$ cat src/pfs_pkg.sv
// ----------------------------------------------------------------------------
// pfs_pkg
// Shared types and constants for the protobuf field scanner.
// ----------------------------------------------------------------------------
package pfs_pkg;

    // Largest message the scanner walks through; a byte beyond it is malformed.
    localparam int unsigned MAX_MESSAGE_BYTES = 65536;

    // Width of byte offsets and lengths, fixed by the result format.
    localparam int unsigned OFS_W = 17;

    localparam logic [OFS_W-1:0] MAX_MSG = OFS_W'(MAX_MESSAGE_BYTES);

    // A varint may use at most this many bytes.
    localparam logic [3:0] VARINT_MAX_BYTES = 4'd10;

    // Wire types that the scanner knows how to skip.
    localparam logic [2:0] WT_VARINT = 3'd0;
    localparam logic [2:0] WT_I64    = 3'd1;
    localparam logic [2:0] WT_LEN    = 3'd2;
    localparam logic [2:0] WT_I32    = 3'd5;

    typedef enum logic [1:0] {
        ST_FOUND     = 2'd0,
        ST_NOT_FOUND = 2'd1,
        ST_MALFORMED = 2'd2
    } status_t;

    typedef struct packed {
        logic [7:0] data_byte;
        logic       last_byte;
    } item_t;

    typedef struct packed {
        status_t          status;
        logic [2:0]       wire_kind;
        logic [OFS_W-1:0] field_offset;
        logic [OFS_W-1:0] payload_len;
        logic [63:0]      field_value;
    } result_t;

endpackage

$ cat src/pfs_ifs.sv
// ----------------------------------------------------------------------------
// pfs interfaces
// Valid/ready channels for message bytes, scan results and configuration.
// ----------------------------------------------------------------------------
interface pfs_msg_if;
    logic       valid;
    logic       ready;
    logic [7:0] data_byte;
    logic       last_byte;

    modport source (output valid, output data_byte, output last_byte, input ready);
    modport sink   (input valid, input data_byte, input last_byte, output ready);
endinterface

interface pfs_result_if;
    logic        valid;
    logic        ready;
    logic [1:0]  status;
    logic [2:0]  wire_kind;
    logic [16:0] field_offset;
    logic [16:0] payload_len;
    logic [63:0] field_value;

    modport source (output valid, output status, output wire_kind, output field_offset,
                    output payload_len, output field_value, input ready);
    modport sink   (input valid, input status, input wire_kind, input field_offset,
                    input payload_len, input field_value, output ready);
endinterface

interface pfs_cfg_if;
    logic        valid;
    logic        ready;
    logic [31:0] target_field;

    modport source (output valid, output target_field, input ready);
    modport sink   (input valid, input target_field, output ready);
endinterface

$ cat src/protobuf_field_scanner.sv
// The result register loads a result when the scan stage takes the byte that decides it.
// Throughput: one message byte per cycle while the result register can take a result.
// A waiting result stalls the scan stage and, through the input register, the byte channel.
// Reset clears all message state and sets target_field to 1; no clearing pass.
// ----------------------------------------------------------------------------
// protobuf_field_scanner
// Scans a protobuf message byte by byte and reports the field with the target number.
// ----------------------------------------------------------------------------
module protobuf_field_scanner
(
    input  logic         clk,
    input  logic         rst_n,
    pfs_msg_if.sink      msg,
    pfs_result_if.source result,
    pfs_cfg_if.sink      cfg
);

    logic             item_valid;
    pfs_pkg::item_t   item;
    logic             out_free;
    logic             advance;
    logic             res_valid;
    pfs_pkg::result_t res;

    assign advance = item_valid && out_free;

    pfs_in_stage u_in
    (
        .clk        (clk),
        .rst_n      (rst_n),
        .msg        (msg),
        .advance    (advance),
        .item_valid (item_valid),
        .item       (item)
    );

    pfs_step u_step
    (
        .clk       (clk),
        .rst_n     (rst_n),
        .cfg       (cfg),
        .take      (advance),
        .item      (item),
        .res_valid (res_valid),
        .res       (res)
    );

    pfs_out_stage u_out
    (
        .clk       (clk),
        .rst_n     (rst_n),
        .res_valid (res_valid),
        .res       (res),
        .take      (advance),
        .free      (out_free),
        .result    (result)
    );

endmodule

$ cat src/pfs_in_stage.sv
// ----------------------------------------------------------------------------
// pfs_in_stage
// Input register: holds one message byte until the scan stage takes it.
// ----------------------------------------------------------------------------
module pfs_in_stage
(
    input  logic           clk,
    input  logic           rst_n,
    pfs_msg_if.sink        msg,
    input  logic           advance,
    output logic           item_valid,
    output pfs_pkg::item_t item
);

    logic           valid_reg;
    logic           valid_next;
    pfs_pkg::item_t item_reg;
    logic           load;

    assign msg.ready  = !valid_reg || advance;
    assign load       = msg.valid && msg.ready;
    assign valid_next = load ? 1'b1 : (advance ? 1'b0 : valid_reg);

    always_ff @(posedge clk or negedge rst_n)
    begin
        if (!rst_n)
        begin
            valid_reg <= 1'b0;
        end
        else
        begin
            valid_reg <= valid_next;
        end
    end

    always_ff @(posedge clk)
    begin
        if (load)
        begin
            item_reg.data_byte <= msg.data_byte;
            item_reg.last_byte <= msg.last_byte;
        end
    end

    assign item_valid = valid_reg;
    assign item       = item_reg;

endmodule

$ cat src/pfs_step.sv
// ----------------------------------------------------------------------------
// pfs_step
// Per-byte scan: tag and varint decode, payload skipping and field match.
// ----------------------------------------------------------------------------
module pfs_step
(
    input  logic             clk,
    input  logic             rst_n,
    pfs_cfg_if.sink          cfg,
    input  logic             take,
    input  pfs_pkg::item_t   item,
    output logic             res_valid,
    output pfs_pkg::result_t res
);

    typedef enum logic [1:0] {
        PH_TAG,
        PH_VALUE,
        PH_LENPFX,
        PH_SKIP
    } phase_t;

    logic [31:0]                target_reg;
    phase_t                     phase_reg, phase_next;
    logic [63:0]                accum_reg, accum_next;
    logic [3:0]                 shift_reg, shift_next;
    logic [2:0]                 wt_reg, wt_next;
    logic                       tgt_reg, tgt_next;
    logic [pfs_pkg::OFS_W-1:0]  offset_reg, offset_next;
    logic [pfs_pkg::OFS_W-1:0]  pstart_reg, pstart_next;
    logic [pfs_pkg::OFS_W-1:0]  remain_reg, remain_next;
    logic                       decided_reg, decided_next;

    logic [6:0]                 amt_full;
    logic [63:0]                acc_new;
    logic [3:0]                 shift_inc;
    logic [pfs_pkg::OFS_W-1:0]  pos_p1;
    logic [pfs_pkg::OFS_W-1:0]  room;
    logic [pfs_pkg::OFS_W-1:0]  flen;
    logic                       over;
    logic                       len_bad;

    assign cfg.ready = 1'b1;

    // Each varint byte lands 7 bits further up; bits past bit 63 drop out.
    assign amt_full  = 7'({shift_reg, 3'b000}) - 7'(shift_reg);
    assign acc_new   = accum_reg | (64'(item.data_byte[6:0]) << amt_full[5:0]);
    assign shift_inc = shift_reg + 4'd1;
    assign pos_p1    = offset_reg + 1'b1;
    assign room      = pfs_pkg::MAX_MSG - pos_p1;
    assign flen      = pos_p1 - pstart_reg;
    assign over      = (offset_reg == pfs_pkg::MAX_MSG);
    assign len_bad   = (|acc_new[63:pfs_pkg::OFS_W]) || (acc_new[pfs_pkg::OFS_W-1:0] > room);

    always_comb
    begin
        phase_next   = phase_reg;
        accum_next   = accum_reg;
        shift_next   = shift_reg;
        wt_next      = wt_reg;
        tgt_next     = tgt_reg;
        offset_next  = offset_reg;
        pstart_next  = pstart_reg;
        remain_next  = remain_reg;
        decided_next = decided_reg;
        res_valid    = 1'b0;
        res          = '0;

        if (take)
        begin
            if (!decided_reg)
            begin
                if (over)
                begin
                    res_valid    = 1'b1;
                    res.status   = pfs_pkg::ST_MALFORMED;
                    decided_next = 1'b1;
                end
                else if (phase_reg == PH_SKIP)
                begin
                    remain_next = remain_reg - 1'b1;
                    if (remain_reg == pfs_pkg::OFS_W'(1))
                    begin
                        phase_next = PH_TAG;
                        if (tgt_reg)
                        begin
                            res_valid        = 1'b1;
                            res.status       = pfs_pkg::ST_FOUND;
                            res.wire_kind    = wt_reg;
                            res.field_offset = pstart_reg;
                            res.payload_len  = flen;
                            decided_next     = 1'b1;
                        end
                    end
                end
                else
                begin
                    accum_next = acc_new;
                    shift_next = shift_inc;
                    if (item.data_byte[7])
                    begin
                        if (shift_inc >= pfs_pkg::VARINT_MAX_BYTES)
                        begin
                            res_valid    = 1'b1;
                            res.status   = pfs_pkg::ST_MALFORMED;
                            decided_next = 1'b1;
                        end
                    end
                    else
                    begin
                        accum_next = '0;
                        shift_next = '0;
                        case (phase_reg)
                            PH_TAG:
                            begin
                                wt_next     = acc_new[2:0];
                                tgt_next    = (acc_new[34:3] == target_reg);
                                pstart_next = pos_p1;
                                case (acc_new[2:0])
                                    pfs_pkg::WT_VARINT: phase_next = PH_VALUE;
                                    pfs_pkg::WT_I64:
                                    begin
                                        phase_next  = PH_SKIP;
                                        remain_next = pfs_pkg::OFS_W'(8);
                                    end
                                    pfs_pkg::WT_LEN: phase_next = PH_LENPFX;
                                    pfs_pkg::WT_I32:
                                    begin
                                        phase_next  = PH_SKIP;
                                        remain_next = pfs_pkg::OFS_W'(4);
                                    end
                                    default:
                                    begin
                                        res_valid    = 1'b1;
                                        res.status   = pfs_pkg::ST_MALFORMED;
                                        decided_next = 1'b1;
                                    end
                                endcase
                            end
                            PH_VALUE:
                            begin
                                phase_next = PH_TAG;
                                if (tgt_reg)
                                begin
                                    res_valid        = 1'b1;
                                    res.status       = pfs_pkg::ST_FOUND;
                                    res.wire_kind    = wt_reg;
                                    res.field_offset = pstart_reg;
                                    res.payload_len  = flen;
                                    res.field_value  = acc_new;
                                    decided_next     = 1'b1;
                                end
                            end
                            PH_LENPFX:
                            begin
                                if (len_bad)
                                begin
                                    res_valid    = 1'b1;
                                    res.status   = pfs_pkg::ST_MALFORMED;
                                    decided_next = 1'b1;
                                end
                                else if (acc_new == 64'd0)
                                begin
                                    // An empty string ends with its length prefix.
                                    phase_next = PH_TAG;
                                    if (tgt_reg)
                                    begin
                                        res_valid        = 1'b1;
                                        res.status       = pfs_pkg::ST_FOUND;
                                        res.wire_kind    = wt_reg;
                                        res.field_offset = pstart_reg;
                                        res.payload_len  = flen;
                                        decided_next     = 1'b1;
                                    end
                                end
                                else
                                begin
                                    remain_next = acc_new[pfs_pkg::OFS_W-1:0];
                                    phase_next  = PH_SKIP;
                                end
                            end
                            default:
                            begin
                            end
                        endcase
                    end
                end
            end

            if (!over)
            begin
                offset_next = pos_p1;
            end

            if (item.last_byte)
            begin
                if (!decided_next)
                begin
                    res_valid  = 1'b1;
                    res        = '0;
                    res.status = (phase_next == PH_TAG && shift_next == 4'd0) ?
                                 pfs_pkg::ST_NOT_FOUND : pfs_pkg::ST_MALFORMED;
                end
                // The next message starts from a clean slate.
                phase_next   = PH_TAG;
                accum_next   = '0;
                shift_next   = '0;
                wt_next      = '0;
                tgt_next     = 1'b0;
                offset_next  = '0;
                pstart_next  = '0;
                remain_next  = '0;
                decided_next = 1'b0;
            end
        end
    end

    always_ff @(posedge clk or negedge rst_n)
    begin
        if (!rst_n)
        begin
            target_reg  <= 32'd1;
            phase_reg   <= PH_TAG;
            accum_reg   <= '0;
            shift_reg   <= '0;
            wt_reg      <= '0;
            tgt_reg     <= 1'b0;
            offset_reg  <= '0;
            pstart_reg  <= '0;
            remain_reg  <= '0;
            decided_reg <= 1'b0;
        end
        else
        begin
            if (cfg.valid)
            begin
                target_reg <= cfg.target_field;
            end
            phase_reg   <= phase_next;
            accum_reg   <= accum_next;
            shift_reg   <= shift_next;
            wt_reg      <= wt_next;
            tgt_reg     <= tgt_next;
            offset_reg  <= offset_next;
            pstart_reg  <= pstart_next;
            remain_reg  <= remain_next;
            decided_reg <= decided_next;
        end
    end

`ifndef SYNTHESIS
    a_shift_bound: assert property (@(posedge clk) disable iff (!rst_n)
        !decided_reg |-> shift_reg < pfs_pkg::VARINT_MAX_BYTES)
        else $error("varint byte count out of range while scanning");

    a_skip_nonzero: assert property (@(posedge clk) disable iff (!rst_n)
        phase_reg == PH_SKIP |-> remain_reg != '0)
        else $error("skip phase with nothing left to skip");

    a_offset_sat: assert property (@(posedge clk) disable iff (!rst_n)
        offset_reg <= pfs_pkg::MAX_MSG)
        else $error("byte offset ran past its saturation point");

    a_single_result: assert property (@(posedge clk) disable iff (!rst_n)
        take && res_valid |-> !decided_reg)
        else $error("second result for one message");

    a_found_shape: assert property (@(posedge clk) disable iff (!rst_n)
        take && res_valid && res.status == pfs_pkg::ST_FOUND
        |-> res.payload_len != '0 && res.field_offset != '0)
        else $error("found field with empty position");
`endif

endmodule

$ cat src/pfs_out_stage.sv
// ----------------------------------------------------------------------------
// pfs_out_stage
// Result register: holds a scan result until the consumer takes it.
// ----------------------------------------------------------------------------
module pfs_out_stage
(
    input  logic             clk,
    input  logic             rst_n,
    input  logic             res_valid,
    input  pfs_pkg::result_t res,
    input  logic             take,
    output logic             free,
    pfs_result_if.source     result
);

    logic             valid_reg;
    logic             valid_next;
    pfs_pkg::result_t res_reg;
    logic             load;

    assign free       = !valid_reg || result.ready;
    assign load       = take && res_valid;
    assign valid_next = load ? 1'b1 : (valid_reg && !result.ready);

    always_ff @(posedge clk or negedge rst_n)
    begin
        if (!rst_n)
        begin
            valid_reg <= 1'b0;
        end
        else
        begin
            valid_reg <= valid_next;
        end
    end

    always_ff @(posedge clk)
    begin
        if (load)
        begin
            res_reg <= res;
        end
    end

    assign result.valid        = valid_reg;
    assign result.status       = res_reg.status;
    assign result.wire_kind    = res_reg.wire_kind;
    assign result.field_offset = res_reg.field_offset;
    assign result.payload_len  = res_reg.payload_len;
    assign result.field_value  = res_reg.field_value;

endmodule
$ cat src/flat_wrapper.sv
// flat-port wrapper written by rule: the top's interface ports become plain ports
module protobuf_field_scanner_flat 
  (clk, rst_n, msg_valid, msg_data_byte, msg_last_byte, msg_ready, result_valid, result_status, result_wire_kind, result_field_offset, result_payload_len, result_field_value, result_ready, cfg_valid, cfg_target_field, cfg_ready);
  pfs_msg_if msg_i ();
  pfs_result_if result_i ();
  pfs_cfg_if cfg_i ();
  input  logic clk;
  input  logic rst_n;
  input wire logic [$bits(msg_i.valid)-1:0] msg_valid;
  input wire logic [$bits(msg_i.data_byte)-1:0] msg_data_byte;
  input wire logic [$bits(msg_i.last_byte)-1:0] msg_last_byte;
  output wire logic [$bits(msg_i.ready)-1:0] msg_ready;
  output wire logic [$bits(result_i.valid)-1:0] result_valid;
  output wire logic [$bits(result_i.status)-1:0] result_status;
  output wire logic [$bits(result_i.wire_kind)-1:0] result_wire_kind;
  output wire logic [$bits(result_i.field_offset)-1:0] result_field_offset;
  output wire logic [$bits(result_i.payload_len)-1:0] result_payload_len;
  output wire logic [$bits(result_i.field_value)-1:0] result_field_value;
  input wire logic [$bits(result_i.ready)-1:0] result_ready;
  input wire logic [$bits(cfg_i.valid)-1:0] cfg_valid;
  input wire logic [$bits(cfg_i.target_field)-1:0] cfg_target_field;
  output wire logic [$bits(cfg_i.ready)-1:0] cfg_ready;
  assign msg_i.valid = msg_valid;
  assign msg_i.data_byte = msg_data_byte;
  assign msg_i.last_byte = msg_last_byte;
  assign msg_ready = msg_i.ready;
  assign result_valid = result_i.valid;
  assign result_status = result_i.status;
  assign result_wire_kind = result_i.wire_kind;
  assign result_field_offset = result_i.field_offset;
  assign result_payload_len = result_i.payload_len;
  assign result_field_value = result_i.field_value;
  assign result_i.ready = result_ready;
  assign cfg_i.valid = cfg_valid;
  assign cfg_i.target_field = cfg_target_field;
  assign cfg_ready = cfg_i.ready;
  protobuf_field_scanner u_core (.clk(clk), .rst_n(rst_n), .msg(msg_i), .result(result_i), .cfg(cfg_i));
endmodule
$ cat config.mk
export PLATFORM = sky130hd
export DESIGN_NAME = protobuf_field_scanner_flat
export DESIGN_NICKNAME = d
export VERILOG_FILES = /design/src/pfs_pkg.sv /design/src/pfs_ifs.sv /design/src/protobuf_field_scanner.sv /design/src/pfs_in_stage.sv /design/src/pfs_step.sv /design/src/pfs_out_stage.sv /design/src/flat_wrapper.sv
export SDC_FILE = /design/constraint.sdc
export NUM_CORES = 1
export LEC_CHECK = 0
export BUFFER_PORTS_ARGS = -buffer_cell sky130_fd_sc_hd__buf_2
export CAP_MARGIN = 20
export CORE_MARGIN = 2
export CORE_UTILIZATION = 55
export DETAILED_ROUTE_END_ITERATION = 10
export PLACE_DENSITY = 0.72
export SYNTH_ARGS = -nofsm -noshare
export SYNTH_HDL_FRONTEND = slang
export SYNTH_SLANG_ARGS = --single-unit
$ cat constraint.sdc
create_clock -name clk -period 28 [get_ports clk]
set_clock_uncertainty 0.2 [all_clocks]
set_input_delay 5.6 -clock clk [delete_from_list [all_inputs] [get_ports clk]]
set_output_delay 5.6 -clock clk [all_outputs]
set_load 0.1 [all_outputs]
==> results by group, run 1 <==
Synthesis
  – Post-Syn Nets: 1,623
  – Post-synth ARST share: 58.8%
  – Ys flop type: dfrtp_1
  – Synth area leaders: dfrtp_1, edfxtp_1, nor2_1
  – Avg Cell Area, Syn: 9.69 µm²
  – Yosys cell types: 85
  – Largest area contributor in the netlist: dfrtp_1
  – Synth warn: 0
  – Netlist area before placement: 14,800 µm²
  – Synth top area share: 26.8%
  – Register bit total from synthesis: 272
  – Cells after Synth: 1,532
  – Sequential fraction of the synthesis area: 49.6%
  – EDFF count, synth: 112

Floorplan
  – Die W: 168 µm
  – Row count: 60
  – Die span in y: 168 µm
  – Core area: 26,700 µm²
  – IO Count: 152
  – DIE AREA: 28,300 µm²
  – Initial core utilization: 55.6%

Detailed routing
  – DRC Markers: 0
  – Vias: 12.4k
  – DR iter-0 viols: 1,341
  – Avg Vias per Cell: 6.13
  – Antenna Nets Post-Route: 0
  – DRT Pass-1 Iters: 6
  – DR WL/cell: 20.3 µm
  – Post-Route WL: 41.1 mm

Clock tree
  – # clock sinks: 272
  – Hold buffers post-CTS: 0
  – Postcts setup bufs: 0
  – CTS max path bufs: 3
  – CTS H-Tree Depth: 1
  – TritonCTS clock tree: done
  – TritonCTS Buffers: 30
  – Root Buffer: clkbuf_16
  – Post-CTS Resized: 0
  – Clock transition at path regs: 0.06 ns
  – Latest clock arrival within the worst-skew pair: 0.58 ns

Global route
  – Met2 usage: 43.2%
  – Met3 usage: 6.02%
  – Vias in the first global route: 11.5k
  – Global routing met1 resource utilization: 41.6%
  – Total track usage: 28.4%
  – Gr busiest metal: met2
  – Total grt overflow: 0
  – Largest net degree at the start of global routing: 98
  – First-pass GRT wire length: 63.8 mm
  – Antenna violations before repair: 0

Min path
  – Worst min path class: reg2reg
  – Min-Delay Path Depth: 2
  – Hold Path Sink: u_core.u_step.pstart_reg[7]
  – Hold Path Origin: u_core.u_step.pstart_reg[7]

Flow run
  – Max Cap Violations: 0

STA
  – Crit path time final: 12.06 ns
  – Crit share post-route: 43.1%
  – Slew @ Worst Pin: 1.09 ns
  – Count of final setup violators: 0
  – Max-slew violation count: 0
  – Hold violation count in the final report: 0
  – Unrepaired setup endpoints after global routing: false
  – Setup tns final: 0 ns
  – Worst relative slew slack: 27.3%
  – Final worst slack: 15.94 ns
  – Max frequency: 82.9 MHz

Placement
  – Placed Cells: 1,972
  – Place WS: 15.95 ns
  – Post-DP HPWL: 29.1 mm
  – Routability cong.: 0.958
  – Placed Area: 16,000 µm²
  – Port bufs: 150

Critical path
  – Reg-to-reg critical path endpoint: u_core.u_out.result.field_value[11]
  – Critical-path maximum fanout: 3
  – Reg2reg setup slack: 20.32 ns
  – Setup CP Type: in2out
  – Setup crit start kind: input port
  – Critical path arrival: 6.26 ns
  – RR Startpoint: u_core.u_step.shift_reg[1]
  – Setup crit start: result_ready
  – R2R depth: 22
  – Worst Path Required: 22.20 ns
  – Worst setup EP type: output pin

Power and ir drop
  – Peak VDD IR: 0.0000912 V
  – Cell Pwr Density: 129 nW/µm²
  – Leak pwr: 7.30 nW

Final layout
  – Synth-to-Final Area Change: 14.5%
  – N_diodes: 0
  – Fraction of layout cells with a size suffix above 1: 17.4%
  – Fillers: 2,251
  – Non-filler instance count after layout: 2,029
  – Most frequent cells in the layout: nor2_1, dfrtp_1, a21oi_1, buf_2, nand2_1
  – Post-route cell area: 17,000 µm²
  – Commonest non-fill, non-tap cell in the layout: nor2_1
  – Nets: 1,755

Outcome
  – Outcome: completed
power breakdown:
part / switching (mW) / total [mW] / internal, mW
Combinational: 0.918 / 1.26 / 0.347
Sequential: 0.0363 / 0.523 / 0.486
Clock: 0.166 / 0.410 / 0.244
cells by family after synthesis:
logic type	synth area share, %
other	0.0253
XOR/XNOR	4.84
flip-flops	49.6
adder cells (fa/ha/maj)	3.91
multiplexers	4.06
AND/OR/NAND/NOR	17.0
buffers and inverters	4.06
AO/OA/AOI/OAI	16.5
routing by layer:
metal	up-vias	wire, µm
met5	-	0
met4	0	1010
met3	81	3400
met2	541	18500
met1	6031	18200
li1	5783	-
metrics by stage:
| stage | util, % | power, mW | hold slack [ns] |
|---|---|---|---|
| 3_3_place_gp | 59.7 | 1.75 | 0.255 |
| 2_1_floorplan | - | 1.43 | 0.240 |
| 3_5_place_dp | 59.7 | 1.77 | 0.262 |
| 5_1_grt | 63.6 | 2.30 | 0.305 |
| 4_1_cts | 63.6 | 2.18 | 0.276 |
| 6_report | 63.6 | 2.20 | 0.273 |
critical path: stages:
cell and delay (ns):
buf_2 0.08, nand3b_1 0.13, buf_2 0.44
synthesized netlist by cell type, types with 24 or more instances:
library cell  instances
inv_1                68
ha_1                 44
o21ai_0              75
a21oi_1             151
edfxtp_1            112
nor2_1              223
clkbuf_1             69
o31ai_1              35
nand3_1              31
and3_1               24
nor3_1               37
xor2_1               40
dfrtp_1             159
xnor2_1              42
mux2_2               38
nand2_1             115
area by class of cell:
| cell class | count | area [µm²] | area share [%] |
|---|---|---|---|
| sequential | 272 | 7370 | 43.3 |
| multi-input combinational | 1107 | 6890 | 40.5 |
| timing repair buffer | 185 | 1020 | 6.00 |
| clock buffer | 42 | 867 | 5.10 |
| tap | 341 | 427 | 2.51 |
| inverter | 68 | 255 | 1.50 |
| clock inverter | 14 | 175 | 1.03 |
worst max path at each step:
| stage | slack, ns | cells past startpoint | endpoint |
|---|---|---|---|
| after floorplan | 14.22 | 3 | u_core.u_out.result.field_offset[0] |
| after global routing | 15.93 | 3 | msg_ready |
| after global placement | 15.97 | 3 | msg_ready |
| after CTS | 15.94 | 3 | msg_ready |
| final | 15.94 | 3 | msg_ready |
| after detailed placement | 15.95 | 3 | msg_ready |
No activity file was read; power rests on OpenSTA's default activity.
==> run 2: changes to the inputs <==
Settings changed: CORE_UTILIZATION 55 to 54, PLACE_DENSITY 0.72 to 0.74.
Clock period 28 ns to 10.6 ns, I/O delays scaled along.
==> run 2 against run 1 <==
First-iteration DRC count grew 17%. Via count grew 1.4%. Utilization shrank 0.93 points. Clock power grew 140%. Die area grew 1.8%. Sequential share of layout area grew 0.27 points. Routed wire length grew 3.1%. Critical path type is now reg2reg. Setup slack lost 13 ns. Global-route usage grew 0.50 points. Final area shrank 0.63%. Hold slack gained 0.00088 ns.
==> results by group, run 2 (synthesis results as in run 1) <==
Power and ir drop
  – Design Power: 5.70 mW
  – Cell Pwr Density: 337 nW/µm²
  – Leak pwr: 7.24 nW
  – Peak VDD IR: 0.000242 V

Final layout
  – Synth-to-Final Area Change: 13.8%
  – Commonest non-fill, non-tap cell in the layout: nor2_1
  – Most frequent cells in the layout: nor2_1, dfrtp_1, a21oi_1, buf_2, nand2_1
  – Nets: 1,752
  – N_diodes: 0
  – Fraction of layout cells with a size suffix above 1: 16.9%

Global route
  – Total track usage: 28.9%
  – Antenna violations before repair: 0
  – Total grt overflow: 0
  – Largest net degree at the start of global routing: 104
  – First-pass GRT wire length: 65.5 mm
  – Vias in the first global route: 11.6k

Clock tree
  – Postcts setup bufs: 0
  – Clock transition at path regs: 0.06 ns
  – Root Buffer: clkbuf_16
  – CTS max path bufs: 3
  – # clock sinks: 272
  – TritonCTS Buffers: 29
  – Hold buffers post-CTS: 0
  – Post-CTS Resized: 0
  – TritonCTS clock tree: done
  – Latest clock arrival within the worst-skew pair: 0.56 ns
  – CTS H-Tree Depth: 1

Floorplan
  – Core area: 27,000 µm²
  – Die span in y: 170 µm
  – Die W: 170 µm
  – Row count: 60
  – DIE AREA: 28,800 µm²
  – IO Count: 152
  – Initial core utilization: 55.1%

STA
  – Max-slew violation count: 0
  – Crit share post-route: 70.1%
  – Slew @ Worst Pin: 1.12 ns
  – Max frequency: 135 MHz
  – Worst relative slew slack: 24.3%
  – Crit path time final: 7.43 ns
  – Setup tns final: 0 ns
  – Hold violation count in the final report: 0
  – Unrepaired setup endpoints after global routing: false
  – Count of final setup violators: 0

Detailed routing
  – DR WL/cell: 20.9 µm
  – Antenna Nets Post-Route: 0
  – DR iter-0 viols: 1,572
  – Avg Vias per Cell: 6.23
  – DRC Markers: 0
  – Post-Route WL: 42.3 mm
  – DRT Pass-1 Iters: 6
  – Vias: 12.6k

Critical path
  – Critical path arrival: 7.44 ns
  – Worst Path Required: 10.61 ns
  – Setup CP Type: reg2reg
  – Worst setup EP type: register
  – Setup crit start kind: register
  – Critical-path maximum fanout: 54

Placement
  – Port bufs: 150
  – Routability cong.: 0.973
  – Post-DP HPWL: 30.1 mm

Outcome
  – Outcome: completed

Min path
  – Worst min path class: reg2reg

Flow run
  – Max Cap Violations: 0
==> run 2: report_power, final <==
group / switching [mW] / total [mW] / internal [mW]
combinational: 2.39 / 3.30 / 0.907
sequential: 0.118 / 1.40 / 1.28
clock: 0.424 / 0.996 / 0.572
==> run 2: through the flow <==
stage | hold slack (ns) | std cells | util [%] | area [µm²] | setup slack (ns)
global route | 0.308 | 2025 | 62.7 | 16900 | 2.74
floorplan | 0.240 | 1532 | - | 14900 | 1.62
detailed placement | 0.260 | 1970 | 59.2 | 15900 | 3.31
finish | 0.274 | 2025 | 62.7 | 16900 | 3.17
CTS | 0.274 | 2024 | 62.6 | 16900 | 3.29
global placement | 0.253 | 1969 | 59.1 | 15900 | 3.63
==> run 2: final timing paths <==
check	from	slack (ns)	to	cells past startpoint
worst min register to register	u_core.u_step.wt_reg[0]	0.27	u_core.u_step.wt_reg[0]	2
min in group asynchronous	rst_n	1.48	u_core.u_step.target_reg[18]	1
worst min-delay path	u_core.u_step.wt_reg[0]	0.27	u_core.u_step.wt_reg[0]	2
worst max register to register	u_core.u_step.shift_reg[0]	3.17	u_core.u_out.result.field_value[6]	20
max in group asynchronous	rst_n	7.38	u_core.u_step.shift_reg[2]	2
worst max-delay path	u_core.u_step.shift_reg[0]	3.17	u_core.u_out.result.field_value[6]	20
==> run 2: cell type report <==
class	instances	area, µm²
inverter	68	255
clock inverter	13	105
tap	341	427
sequential	272	7370
multi-input combinational	1107	6890
fill	2188	10100
timing repair buffer	183	1010
clock buffer	41	832
==> run 2: worst max-delay path, cell delays in order (launching register included) <==
cell,delay [ns]
dfrtp_1,1.06
inv_1,0.22
ha_1,0.74
inv_1,0.24
mux4_2,0.58
and2_4,0.23
a21oi_1,0.42
inv_1,0.09
ha_1,0.31
a21o_1,0.16
a21o_1,0.17
a21o_1,0.17
a211o_1,0.29
o2111ai_1,0.10
nand4_1,0.17
a2111oi_4,0.57
nand2_2,0.18
a31o_1,0.28
nor3_1,0.38
nor3_4,0.09
buf_4,0.34
==> run 2: routing by layer <==
layer	wire (µm)	track usage, %	vias to the layer above
met5	0	0	-
met3	3900	5.74	68
li1	-	-	5777
met2	18500	43.2	665
met4	994	6.76	0
met1	18900	43.6	6100
